`src/rtl/tmg_pkg.sv`:
```
// ----------------------------------------------------------------------------
// Tone and melody generator package
// Shared constants, command codes, queue entry and state types.
// ----------------------------------------------------------------------------
package tmg_pkg;

  // Default depth of the note table.
  localparam int NOTES_DEFAULT = 256;

  // Command codes as they arrive on the func field.
  localparam logic [2:0] FUNC_TICK  = 3'd0;
  localparam logic [2:0] FUNC_WRITE = 3'd1;
  localparam logic [2:0] FUNC_TONE  = 3'd2;
  localparam logic [2:0] FUNC_TRACK = 3'd3;
  localparam logic [2:0] FUNC_STOP  = 3'd4;

  // Numerator of the half period division, in microseconds.
  localparam logic [18:0] HALF_PERIOD_NUM = 19'd500000;
  localparam int          DIV_STEPS       = 19;
  localparam int          DIV_CNT_W       = 5;

  // Microsecond prescaler wraps after this count.
  localparam logic [9:0]  US_PER_MS_LAST  = 10'd999;
  // Saturation point of the time since the last toggle.
  localparam logic [18:0] SINCE_MAX       = 19'h7FFFF;

  localparam logic [7:0]  VOLUME_RESET    = 8'd255;

  // Command classes produced by the front end.
  typedef enum logic [2:0] {
    CMD_NONE,
    CMD_TICK,
    CMD_WRITE,
    CMD_TONE,
    CMD_TONE_OFF,
    CMD_TRACK,
    CMD_STOP
  } cmd_kind_t;

  typedef struct packed {
    cmd_kind_t   kind;
    logic [7:0]  idx;
    logic [15:0] freq;
    logic [15:0] dur;
    logic [8:0]  count;
  } cmd_t;

  typedef struct packed {
    logic [15:0] freq;
    logic [15:0] len;
  } note_t;

  typedef struct packed {
    logic        start;
    logic [15:0] divisor;
  } div_req_t;

  typedef struct packed {
    logic        done;
    logic [18:0] quotient;
  } div_rsp_t;

  typedef enum logic [2:0] {
    ST_IDLE,
    ST_EXEC,
    ST_TICK_EVAL,
    ST_NOTE_RD,
    ST_NOTE_USE,
    ST_DIV_WAIT,
    ST_RESULT
  } back_state_t;

endpackage

```
`src/rtl/tmg_front.sv`:
```
// ----------------------------------------------------------------------------
// Tone and melody generator front end
// Takes command beats, classifies them and holds them in a two-entry queue.
// ----------------------------------------------------------------------------
module tmg_front
  import tmg_pkg::*;
#(
  parameter int MAX_NOTES = NOTES_DEFAULT
) (
  input  logic        clk,
  input  logic        rst,
  input  logic        in_valid,
  output logic        in_stall,
  input  logic [2:0]  func,
  input  logic [7:0]  note_index,
  input  logic [15:0] frequency_hz,
  input  logic [15:0] duration_ms,
  input  logic [8:0]  track_length,
  output logic        q_valid,
  output cmd_t        q_data,
  input  logic        q_pop
);

  cmd_t       entry [2];
  logic       wr_ptr;
  logic       rd_ptr;
  logic [1:0] fill;
  logic [1:0] fill_next;
  logic       push;
  cmd_t       decoded;

  always_comb begin
    decoded      = '0;
    decoded.idx  = note_index;
    decoded.freq = frequency_hz;
    decoded.dur  = duration_ms;
    if (int'(track_length) > MAX_NOTES) begin
      decoded.count = 9'(MAX_NOTES);
    end else begin
      decoded.count = track_length;
    end
    case (func)
      FUNC_TICK: begin
        decoded.kind = CMD_TICK;
      end
      FUNC_WRITE: begin
        decoded.kind = (int'(note_index) < MAX_NOTES) ? CMD_WRITE : CMD_NONE;
      end
      FUNC_TONE: begin
        // A silent or zero-length tone only stops the sound.
        if (frequency_hz == 16'd0 || duration_ms == 16'd0) begin
          decoded.kind = CMD_TONE_OFF;
        end else begin
          decoded.kind = CMD_TONE;
        end
      end
      FUNC_TRACK: begin
        // An empty track behaves exactly as a stop.
        decoded.kind = (track_length == 9'd0) ? CMD_STOP : CMD_TRACK;
      end
      FUNC_STOP: begin
        decoded.kind = CMD_STOP;
      end
      default: begin
        decoded.kind = CMD_NONE;
      end
    endcase
  end

  assign in_stall  = (fill == 2'd2);
  assign push      = in_valid && !in_stall;
  assign q_valid   = (fill != 2'd0);
  assign q_data    = entry[rd_ptr];
  assign fill_next = fill + {1'b0, push} - {1'b0, q_pop};

  always_ff @(posedge clk) begin
    if (rst) begin
      wr_ptr <= 1'b0;
      rd_ptr <= 1'b0;
      fill   <= 2'd0;
    end else begin
      if (push) begin
        wr_ptr <= !wr_ptr;
      end
      if (q_pop) begin
        rd_ptr <= !rd_ptr;
      end
      fill <= fill_next;
    end
  end

  always_ff @(posedge clk) begin
    if (push) begin
      entry[wr_ptr] <= decoded;
    end
  end

endmodule

```
`config.mk`:
```
export PLATFORM = sky130hd
export DESIGN_NAME = tmg_front
export DESIGN_NICKNAME = d
export VERILOG_FILES = /design/src/rtl/tmg_pkg.sv /design/src/rtl/tmg_front.sv
export SDC_FILE = /design/constraint.sdc
export NUM_CORES = 1
export LEC_CHECK = 0
export ABC_CLOCK_PERIOD_IN_PS = 7850
export BUFFER_PORTS_ARGS = -buffer_cell sky130_fd_sc_hd__buf_2
export CELL_PAD_IN_SITES_DETAIL_PLACEMENT = 0
export CELL_PAD_IN_SITES_GLOBAL_PLACEMENT = 1
export CORE_UTILIZATION = 49
export CTS_BUF_LIST = sky130_fd_sc_hd__clkbuf_4 sky130_fd_sc_hd__clkbuf_8
export DETAILED_ROUTE_END_ITERATION = 8
export PLACE_DENSITY = 0.91
export REMOVE_ABC_BUFFERS = 1
export SLEW_MARGIN = 20
export SYNTH_ARGS = -nofsm -noshare
export SYNTH_HDL_FRONTEND = slang
export SYNTH_SLANG_ARGS = --single-unit
```
`constraint.sdc`:
```
create_clock -name clk -period 7.85 [get_ports clk]
set_clock_uncertainty 0.15 [all_clocks]
set_input_delay 0 -clock clk [delete_from_list [all_inputs] [get_ports clk]]
set_output_delay 0 -clock clk [all_outputs]
set_load 0.01 [all_outputs]
```
# --- Word level (Yosys, flattened, before mapping) ---
# Memory sizes are Yosys's and may differ from the RTL's. A register that Yosys moved wholly into a read port is not among the register bits.
# Cells that the tools add are included.
totals:
  output_inout_bits: 54
  ramBits: 104
  inputBits: 56
  elab_cells: 30
  register_bits: 4
  mem_count: 1
classes:
  n_mux: 8
  n_eq_ne: 5
  add_sub_neg: 2
  reduce_logical: 10
  n_lt_le_gt_ge: 1
memory_table:
  columns: ["name", "depth", "word_bits", "rd", "rd_ports_with_merged_regs", "wr", "line_no", "source"]
  rows:
  - ["entry", 2, 52, 1, 1, 1, "tmg_front.sv:24", "cmd_t entry [2];"]
ops:
  columns: ["cell", "n"]
  rows:
  - ["zero test 16 bit", 2]
  - ["case mux 3 bit (5 select lines)", 1]
  - ["greater-than comparator 9 bit (second input constant)", 1]
  - ["zero test 9 bit", 1]
  - ["two-way mux 9 bit", 1]
  - ["== test 3 x 2 -> 1 bit (second input constant)", 2]
  - ["two-way mux 1 bit", 4]
  - ["== test 3 x 1 -> 1 bit (second input constant)", 1]
  - ["== test 3 bit (second input constant)", 1]
  - ["zero test 1 bit", 3]
  - ["zero test 3 bit", 1]
  - ["two-way mux 3 bit", 1]
  - ["adder 2 x 1 -> 2 bit", 1]
  - ["== test 2 bit (second input constant)", 1]
  - ["two-way mux 2 bit", 1]
  - ["nonzero test 2 bit", 1]
  - ["subtractor 2 x 1 -> 2 bit", 1]
  - ["logical AND 1 bit", 1]
  - ["logical OR 1 bit", 1]

# --- Depth between registers and ports, before layout ---
# Gate-level depths: netlist (run 1).
logic_depth:
  ltp_word: 5
  mapped_depth: 8
  ltp_nobuf: 8

# --- Worst setup path before layout (run 1) ---
# No wires, ideal clock.
synth_timing:
  path_kind: "register -> register"
  start: "register fill[0]"
  end: "memory entry[0][0] (netlist name), enable pin"
  arrival_time_ps: 2734
  path_buffers: 0
  period_less_slack_ps: 3346
  t_required_ps: 7238
  path_slack_ps: 4504
  stages_incl_launch_ff: 4
  setup_ps: 462
  cell_sequence: "dfxtp_1 > nand2b_1 > nand2_1 > nor2_1"
synth_via:
  elab_chain_cells: 5
synth_rtl:
  columns: ["item", "line_no", "source"]
  rows:
  - ["start: declaration", "tmg_front.sv:27", "logic [1:0] fill;"]
  - ["start signal: assignment", "tmg_front.sv:88", "fill <= fill_next;"]
  - ["== test 2 bit", "tmg_front.sv:70", "assign in_stall = (fill == 2'd2);"]
  - ["zero test 1 bit", "tmg_front.sv:71", "assign push = in_valid && !in_stall;"]
  - ["logical AND 1 bit", "tmg_front.sv:71", null]
  - ["two-way mux 1 bit", "tmg_front.sv:93", "if (push) begin"]
  - ["two-way mux 1 bit (not written as such)", "tmg_front.sv:94", "entry[wr_ptr] <= decoded;"]
  - ["end: declaration", "tmg_front.sv:24", null]
# No other way between the ends.

==> impl_metrics.ini, run 1 <==
[setup_path]
crit_required_ns = 7.92
critPathMaxFanout = 3
endpoint_kind = flip-flop
crit_path_start_kind = primary input
critPathKind = primary input to flip-flop
critPathArrivalTime_ns = 2.28

[detailed_routing]
vias = 2481
wire_per_inst_um = 15.61
drtIter0Drc = 78
viasPerCell = 4.942
ant_nets = 0
dr.pass1.iters = 4
wl_mm = 7.835
drc = 0

[sta]
max_freq_ghz = 0.4526
maxSlewViolCount = 0
max-slew-margin-rel_pct = 54.39
grt_setup_unrepaired = false
finalCriticalPeriod_ns = 2.210
finalWorstSetupSlack_ns = 5.640
worstMarginPinSlew_ns = 0.6841
min_period_over_period_pct = 28.15
setup_viol = 0
setup-tns-final_ns = 0
hold_viol_final = 0

[cts]
clkTransAtPathRegs_ns = 0.10
clk_latency_ns = 0.36
cts_sinks = 109
cts_max_path_buffers = 2
cts_resized = 0
cts_tree = yes
htreeDepth = 3
postCtsSetupBuffers = 0
cts-buffers-inserted = 9
root_buffer = clkbuf_8

[power]
leakagePower_nw = 2.162
p_per_area_nw_per_um2 = 245.8
ir_worst_vdd_mv = 0.1594

[run_status]
status = finished clean

[global_route]
first_global_vias = 2477
antenna_found_initial = 0
grt_remaining_overflow = 0
track_usage_pct = 18.27
grt_first_pass_wirelength_mm = 11.76
grt_max_degree = 53

[synthesis]
synth_top_family_by_area = multiplexers
syn_inst = 220
synth-edff-count = 104
synthAdderAreaFrac_pct = 0.5965
synth_seq_area_share_pct = 76.83
synth_most_common_cell = edfxtp_1
synth_top_cell_by_area = edfxtp_1
syn_area_per_cell_um2 = 19.07
synthArstFlopShare_pct = 0
synth-xor-area-share_pct = 1.044
ys_types = 27
synth-compound-area-share_pct = 0.9842
yosysWarnings = 0
synth_top_area_share_pct = 74.44
synth_seq_cells = 109
synth_flop_cell = edfxtp_1
synth_area_leaders = edfxtp_1 (74%), mux2_2 (14%), dfxtp_1 (2.4%)
synthMuxAreaShare_pct = 13.96
synth.cells.most_frequent = edfxtp_1 (104), mux2_2 (52), and2b_1 (8)
yosys.area_share.simple_pct = 5.458
syn_area_um2 = 4195

[die]
dieArea_um2 = 8936
initial_core_util_pct = 50.80
die-width_um = 94.53
fp.coreArea_um2 = 8258
die_h_um = 94.53
boundaryPins = 110
rows = 33

[run]
maxCapViolCount = 0

[place]
placedInstanceArea_um2 = 4872
hpwl_mm = 4.859
port-buffer-count = 109
place.detailed.instances = 430
pre_cts_ws_ns = 6.013
place.gp.congestion = 0.6984

[layout]
syn_to_final_growth_pct = 34.27
final_cells = 502
diodes = 0
drive_above_1_share_pct = 47.61
final_cell_area_um2 = 5633
nets = 450

[hold_path]
hp-class = primary input to flip-flop
[path summary, 6_finish.rpt]
path	depth (start not counted)	slack, ns	to	start
setup / recovery	7	5.64	entry[1][51]	duration_ms[5]
hold / removal	2	0.21	entry[1][11]	duration_ms[2]
setup reg to reg	4	6.01	entry[0][38]	fill[0]
hold reg to reg	2	0.40	fill[1]	fill[1]
[kinds of logic (layout without fill, tap and decap cells)]
family	after synthesis	in the layout
adder cells (fa/ha/maj)	2	2
buffers and inverters	11	188
XOR/XNOR	5	5
multiplexers	52	52
AND/OR/NAND/NOR	36	36
flip-flops	109	109
AO/OA/AOI/OAI	5	5
[power breakdown]
group / switching [mW] / total [mW] / internal (mW) / leakage (nW)
Sequential: 0.0204 / 0.765 / 0.745 / 1.02
Combinational: 0.155 / 0.289 / 0.133 / 1.04
Clock: 0.175 / 0.331 / 0.156 / 0.104
Total: 0.351 / 1.38 / 1.03 / 2.16
[routing by layer]
layer / wire length [um] / track usage (%)
met1: 3314 / 21.61
met2: 4061 / 32.00
met5: 0 / 0
met4: 69 / 6.439
met3: 390 / 5.072
[layout by cell type, fill, tap and decap left out, types with 2 or more instances in the layout]
cell and instances:
nor2_1 6, xnor2_1 3, ha_1 2, dlygate4sd3_1 56
buf_4 3, nor4_1 6, clkbuf_8 9, nand2_1 3
clkinv_4 3, dfxtp_1 4, clkbuf_4 2, inv_1 4
buf_2 109, edfxtp_1 104, xor2_1 2, mux2_2 52
nor4_2 3, and2b_1 8
[repair_timing]
item | in CTS | in global routing
hold buffers | 56 | 0
endpoints found under the setup margin | 0 | 0
endpoints found under the hold margin | 109 | 0
[flip-flops by register name (all words and copies together) (netlist names), named ones only]
register	count
wr_ptr	1
rd_ptr	1
entry	104
fill	2
[area by class of cell]
| cell class | count | area [um^2] |
|---|---|---|
| multi-input combinational | 100 | 933.4 |
| clock inverter | 5 | 61.31 |
| sequential | 109 | 3224 |
| timing repair buffer | 168 | 1129 |
| clock buffer | 11 | 138.9 |
| fill | 579 | 2625 |
| tap | 105 | 131.4 |
| inverter | 4 | 15.01 |
[worst max-delay path, cell delays in order]
cell and delay [ns]:
dlygate4sd3_1 0.53, buf_2 0.14, nor4_1 0.35, a41oi_1 0.19, and2_4 0.21, o32ai_1 0.25
dlygate4sd3_1 0.62
[metrics by stage]
stage | hold WS [ns] | total power, mW | utilization (%)
global route | 0.1992 | 1.446 | 68.21
floorplan | -0.07839 | 0.9362 | -
global placement | 0.03816 | 1.041 | 59.00
finish | 0.2066 | 1.385 | 68.21
CTS | 0.1923 | 1.399 | 68.21
detailed placement | 0.04324 | 1.049 | 59.00
Power figures use the tool's default switching activity.
==> inputs of run 2 (changes only) <==
--- a/config.mk
+++ b/config.mk
@@ -5,14 +5,15 @@
 export SDC_FILE = /design/constraint.sdc
 export NUM_CORES = 1
 export LEC_CHECK = 0
-export ABC_CLOCK_PERIOD_IN_PS = 7850
+export ABC_AREA = 1
+export ABC_CLOCK_PERIOD_IN_PS = 1800
 export BUFFER_PORTS_ARGS = -buffer_cell sky130_fd_sc_hd__buf_2
 export CELL_PAD_IN_SITES_DETAIL_PLACEMENT = 0
 export CELL_PAD_IN_SITES_GLOBAL_PLACEMENT = 1
-export CORE_UTILIZATION = 49
+export CORE_UTILIZATION = 41
 export CTS_BUF_LIST = sky130_fd_sc_hd__clkbuf_4 sky130_fd_sc_hd__clkbuf_8
 export DETAILED_ROUTE_END_ITERATION = 8
-export PLACE_DENSITY = 0.91
+export PLACE_DENSITY = 0.82
 export REMOVE_ABC_BUFFERS = 1
 export SLEW_MARGIN = 20
 export SYNTH_ARGS = -nofsm -noshare
==> constraint.sdc (replaced) <==
create_clock -name clk -period 1.8 [get_ports clk]
set_clock_uncertainty 0.15 [all_clocks]
set_input_delay 0 -clock clk [delete_from_list [all_inputs] [get_ports clk]]
set_output_delay 0 -clock clk [all_outputs]
set_load 0.01 [all_outputs]
==> run 2 against run 1 <==
  * Global-route usage fell by 3.4 points
  * Sequential power rose to 4.1 times the previous value
  * Total power rose to 4.0 times the previous value
  * Largest cell class unchanged
  * Critical path type is now flip-flop to flip-flop
  * Clock power rose to 3.9 times the previous value
  * Area after synthesis rose by 8.2%
  * Setup slack got worse by 5.5 ns
  * Via count rose by 7.5%
  * Critical path depth rose by 1
  * Register-to-register slack got worse by 5.9 ns
  * Synthesized cell count rose by 21%
  * Critical endpoint is now fill[1]
  * Flip-flop and latch count did not move
==> impl_metrics.ini, run 2 <==
[run_status]
status = finished clean

[synthesis]
synth-edff-count = 104
synth_seq_cells = 109
synth_area_leaders = edfxtp_1 (69%), mux2_4 (17%), nor2_1 (3.6%)
syn_inst = 267
synthArstFlopShare_pct = 0
synth_top_area_share_pct = 68.78
syn_area_per_cell_um2 = 17.01
synth_top_cell_by_area = edfxtp_1
synth_seq_area_share_pct = 70.98
ys_types = 19
syn_area_um2 = 4541
synth_flop_cell = edfxtp_1
synth.cells.most_frequent = edfxtp_1 (104), mux2_4 (50), nor2_1 (44)
yosysWarnings = 0
synth_most_common_cell = edfxtp_1

[global_route]
grt_remaining_overflow = 0
antenna_found_initial = 0
track_usage_pct = 14.89
first_global_vias = 2656
grt_max_degree = 35
grt_first_pass_wirelength_mm = 12.63

[cts]
htreeDepth = 3
root_buffer = clkbuf_8
clkTransAtPathRegs_ns = 0.09
cts_tree = yes
cts_max_path_buffers = 2
clk_latency_ns = 0.35
cts_sinks = 109
cts-buffers-inserted = 9

[detailed_routing]
ant_nets = 0
wire_per_inst_um = 13.59
vias = 2668
drtIter0Drc = 60
dr.pass1.iters = 4
viasPerCell = 4.492
wl_mm = 8.074
drc = 0

[power]
ir_worst_vdd_mv = 0.3656
power_mw = 5.603
p_per_area_nw_per_um2 = 919.6
leakagePower_nw = 2.494

[sta]
finalCriticalPeriod_ns = 1.700
max_freq_ghz = 0.5881
max-slew-margin-rel_pct = 74.49
maxSlewViolCount = 0
hold_viol_final = 0
min_period_over_period_pct = 94.46
worstMarginPinSlew_ns = 0.3812
setup-tns-final_ns = 0
grt_setup_unrepaired = false
timing.hold.ws_ns = 0.04276
setup_viol = 0

[setup_path]
critPathArrivalTime_ns = 1.81
endpoint_kind = flip-flop
r2r-end = fill[1]
critPathKind = flip-flop to flip-flop
critPathMaxFanout = 4
crit_required_ns = 1.91
crit_end = fill[1]
critPathLaunch = fill[1]
regToRegSetupSlack_ns = 0.1
reg2reg_from = fill[1]
crit_path_start_kind = flip-flop
r2r.worst_path.cells = 8

[die]
dieArea_um2 = 11500
rows = 38
initial_core_util_pct = 42.07
boundaryPins = 110
die_h_um = 107.2
fp.coreArea_um2 = 10790
die-width_um = 107.2

[place]
hpwl_mm = 5.272
place.detailed.instances = 516
port-buffer-count = 109
place.gp.congestion = 0.6771
placedInstanceArea_um2 = 5268

[layout]
layout_commonest_cell = buf_2
reg_top3 = entry (104), fill (2)
diodes = 0
regMostFlops = entry
final_cells = 594
drive_above_1_share_pct = 43.17
nets = 507
final_cell_area_um2 = 6093
final_cell_mix = buf_2 (109), edfxtp_1 (104), dlygate4sd3_1 (57)
largest_reg_flops = 104
syn_to_final_growth_pct = 34.20

[run]
maxCapViolCount = 0

[hold_path]
hp-class = primary input to flip-flop
run 2: cell count changes in the layout (fill, tap and decap cells not counted), moves of 3 or more:
cell and change:
and2b_1 -8, buf_12 +4, buf_4 +3, inv_1 +11, mux2_2 -50, mux2_4 +50
nand2_1 +22, nor2_1 +36, nor4_1 -6, nor4_2 -3
run 2: logic make-up (layout without fill, tap and decap cells):
kind of cell	after synthesis	count (layout)	synth area share, %
xor gates and xnor gates	2	2	0.3859
adders and majority gates	2	2	0.5510
DFF	109	109	70.98
muxes	52	52	17.03
and+or+nand+nor	75	75	6.503
buffers and inverters	23	210	3.858
AOI/OAI and AO/OA	4	4	0.6889
run 2: critical path, cell delays in order, from the launching register on:
cell and delay (ns):
dfxtp_2 0.34, inv_2 0.06, o21ai_4 0.20, ha_1 0.26
inv_1 0.05, ha_1 0.15, xnor2_1 0.15, nand2_1 0.08
nor3b_2 0.16
run 2: final cells by class:
type	count	area, um^2
flip-flops and latches	109	3228
clock inverters	7	42.54
multi-input cells	135	1162
clock buffers	9	123.9
repair buffers	178	1301
inverters	16	60.06
well taps	140	175.2
fillers	868	4700
run 2: stage by stage:
| step | utilization (%) | worst slack [ns] |
|---|---|---|
| 2_1_floorplan | - | -1.516 |
| 3_3_place_gp | 48.81 | 0.1532 |
| 4_1_cts | 56.33 | 0.04243 |
| 5_1_grt | 56.46 | 0.005564 |
| 6_report | 56.46 | 0.09963 |
| 3_5_place_dp | 48.81 | 0.06200 |
run 2: per-layer routing:
metal	global-route usage [%]	wire [um]	vias to the layer above
li1	-	-	1324
met1	16.80	3412	1275
met2	26.96	4234	62
met3	3.343	338	7
met4	6.262	89	0
met5	0	0	-
run 2: what timing repair did:
action / in CTS / in global routing
resized for setup: 1 / 3
setup endpoints to repair: 33 / 1
hold endpoints to repair: 109 / 0
hold buffers: 57 / 0
gates cloned: 1 / 0
setup buffers: 3 / 1
pin swaps: 0 / 1
run 2: worst min-delay path by stage:
| stage | from | endpoint | slack, ns | depth (start not counted) |
|---|---|---|---|---|
| 3_3_place_gp | note_index[2] | entry[0][43] | 0.04 | 1 |
| 6_report | func[1] | entry[0][49] | 0.04 | 4 |
| 2_1_floorplan | rst | fill[0] | -0.08 | 1 |
| 5_1_grt | func[1] | entry[0][49] | 0.05 | 5 |
| 4_1_cts | func[1] | entry[0][49] | 0.03 | 5 |
| 3_5_place_dp | note_index[4] | entry[1][45] | 0.04 | 1 |
run 2: where the power goes:
group	internal, mW	total [mW]	switching [mW]
Sequential	3.07	3.14	0.0700
Clock	0.494	1.28	0.786
Combinational	0.646	1.19	0.542
==> inputs of run 3 (changes only) <==
--- a/config.mk
+++ b/config.mk
@@ -6,7 +6,7 @@
 export NUM_CORES = 1
 export LEC_CHECK = 0
 export ABC_AREA = 1
-export ABC_CLOCK_PERIOD_IN_PS = 1800
+export ABC_CLOCK_PERIOD_IN_PS = 1400
 export BUFFER_PORTS_ARGS = -buffer_cell sky130_fd_sc_hd__buf_2
 export CELL_PAD_IN_SITES_DETAIL_PLACEMENT = 0
 export CELL_PAD_IN_SITES_GLOBAL_PLACEMENT = 1
==> constraint.sdc (replaced) <==
create_clock -name clk -period 1.4 [get_ports clk]
set_clock_uncertainty 0.15 [all_clocks]
set_input_delay 0.07 -clock clk [delete_from_list [all_inputs] [get_ports clk]]
set_output_delay 0.07 -clock clk [all_outputs]
set_load 0.01 [all_outputs]
==> run 3 against run 2 <==
  * The run now ends with setup timing left
  * Critical path type unchanged
  * Die area is the same
  * Register-to-register slack worse by 0.36 ns
  * Largest cell class unchanged
  * Hold slack improved by 0.012 ns
==> impl_metrics.ini, run 3 (synthesis results as in run 2) <==
[detailed_routing]
wire_per_inst_um = 15.51
vias = 2831
drtIter0Drc = 85
wl_mm = 9.478
dr.pass1.iters = 4
ant_nets = 0
viasPerCell = 4.633
drc = 0

[setup_path]
slowest_stage = dfxtp_2
path_cells = inv_2, o21ai_4, buf_6, buf_6, nor2_4, buf_6, buf_12, buf_16
crit_top_cell = buf_6
endpoint_kind = flip-flop
crit_required_ns = 1.34
regToRegSetupSlack_ns = -0.26
critPathMaxFanout = 5
crit_path_start_kind = flip-flop
cpPeakStageDelay_ns = 0.34
critPathArrivalTime_ns = 1.59
critPathKind = flip-flop to flip-flop

[global_route]
grt_remaining_overflow = 0
grt_max_degree = 21
antenna_found_initial = 0
first_global_vias = 2886
grt_first_pass_wirelength_mm = 14.11
track_usage_pct = 17.16

[power]
switchingPower_mw = 1.974
power_mw = 8.305
ir_worst_vdd_mv = 0.5325
switching_share_pct = 23.77
pwr-share-clk_pct = 24.1
pwr-share-seq_pct = 48.6
power_frac_comb_pct = 27.3
p_per_area_nw_per_um2 = 1209
leakagePower_nw = 2.790
p_int_mw = 6.331

[layout]
fillers = 787
final_cell_mix = edfxtp_1 (104), buf_2 (62), buf_6 (59)
diodes = 0
largest_reg_flops = 104
fin_util_pct = 63.62
layout_commonest_cell = edfxtp_1
regMostFlops = entry
reg_top3 = entry (104), fill (2)
nets = 525
syn_to_final_growth_pct = 51.23
drive_above_1_share_pct = 49.47

[cts]
clk_latency_ns = 0.36
htreeDepth = 3
clkTransAtPathRegs_ns = 0.10
cts_tree = yes
cts-buffers-inserted = 9
root_buffer = clkbuf_8
cts_max_path_buffers = 2
cts_sinks = 109

[sta]
setup-tns-final_ns = -27.58
worstMarginPinSlew_ns = 0.3378
max_freq_ghz = 0.6026
maxSlewViolCount = 0
hold_viol_final = 0
finalCriticalPeriod_ns = 1.659
timing.hold.ws_ns = 0.05486
finalWorstSetupSlack_ns = -0.2594
max-slew-margin-rel_pct = 77.40
min_period_over_period_pct = 118.5
setup_viol = 159
grt_setup_unrepaired = true

[run_status]
violations = setup timing
status = complete, but fails checks

[run]
maxCapViolCount = 0

[place]
hpwl_mm = 5.387
place.gp.congestion = 0.6946
pre_cts_ws_ns = -0.2363
port-buffer-count = 109

[die]
boundaryPins = 110
rows = 38
fp.coreArea_um2 = 10790
die-width_um = 107.2
dieArea_um2 = 11500
initial_core_util_pct = 42.07
die_h_um = 107.2

[hold_path]
hp-class = primary input to flip-flop
-- run 3: layout make-up --
type / instances / area [um^2] / area share [%]
clock buffer: 10 / 131.4 / 1.913
clock inverter: 5 / 76.32 / 1.112
inverter: 16 / 60.06 / 0.8746
multi-input combinational: 135 / 1234 / 17.97
sequential: 109 / 3232 / 47.07
tap: 140 / 175.2 / 2.551
timing repair buffer: 196 / 1958 / 28.52
-- run 3: power groups by stage --
| stage | Sequential (mW) | Combinational, mW | Clock [mW] |
|---|---|---|---|
| final | 4.04 | 2.27 | 2.00 |
| after global routing | 4.07 | 2.41 | 2.17 |
| after CTS | 4.04 | 2.38 | 2.04 |
| after detailed placement | 4.11 | 1.40 | 0 |
| after floorplan | 4.16 | 0.782 | 0 |
| after global placement | 4.09 | 1.37 | 0 |
-- run 3: timing repair --
item	4_1_cts	5_1_grt
setup buffers	21	4
endpoints found under the hold margin	105	0
pin swaps	5	9
gates cloned	13	1
endpoints found under the setup margin	159	167
gates resized for setup	89	24
hold buffers	52	0
-- run 3: critical path: cells and delay by family, from the launching register on --
kind | cells | cell delay, ns
buffers and inverters | 6 | 0.66
DFF | 1 | 0.34
and+or+nand+nor | 1 | 0.16
AOI/OAI and AO/OA | 1 | 0.06
-- run 3: layer usage --
metal  global-route usage (%)  vias to the layer above  share of wire [%]
li1                         -                     1353                  -
met1                    17.68                     1385                 39
met2                    32.81                       78                 55
met3                    3.769                       15                4.0
met4                    7.730                        0                2.2
met5                        0                        -                  0
-- run 3: per-stage QoR --
stage	cells	cell area (um^2)
final	611	6867
after global routing	611	6867
after CTS	619	6980
after detailed placement	519	5303
after global placement	519	5303
after floorplan	260	4425
-- run 3: final timing paths --
path	endpoint	cells after the start	startpoint
setup reg to reg	entry[0][50]	8	fill[1]
hold / removal	entry[0][50]	4	func[0]
hold reg to reg	rd_ptr	2	rd_ptr
setup / recovery	entry[0][50]	8	fill[1]
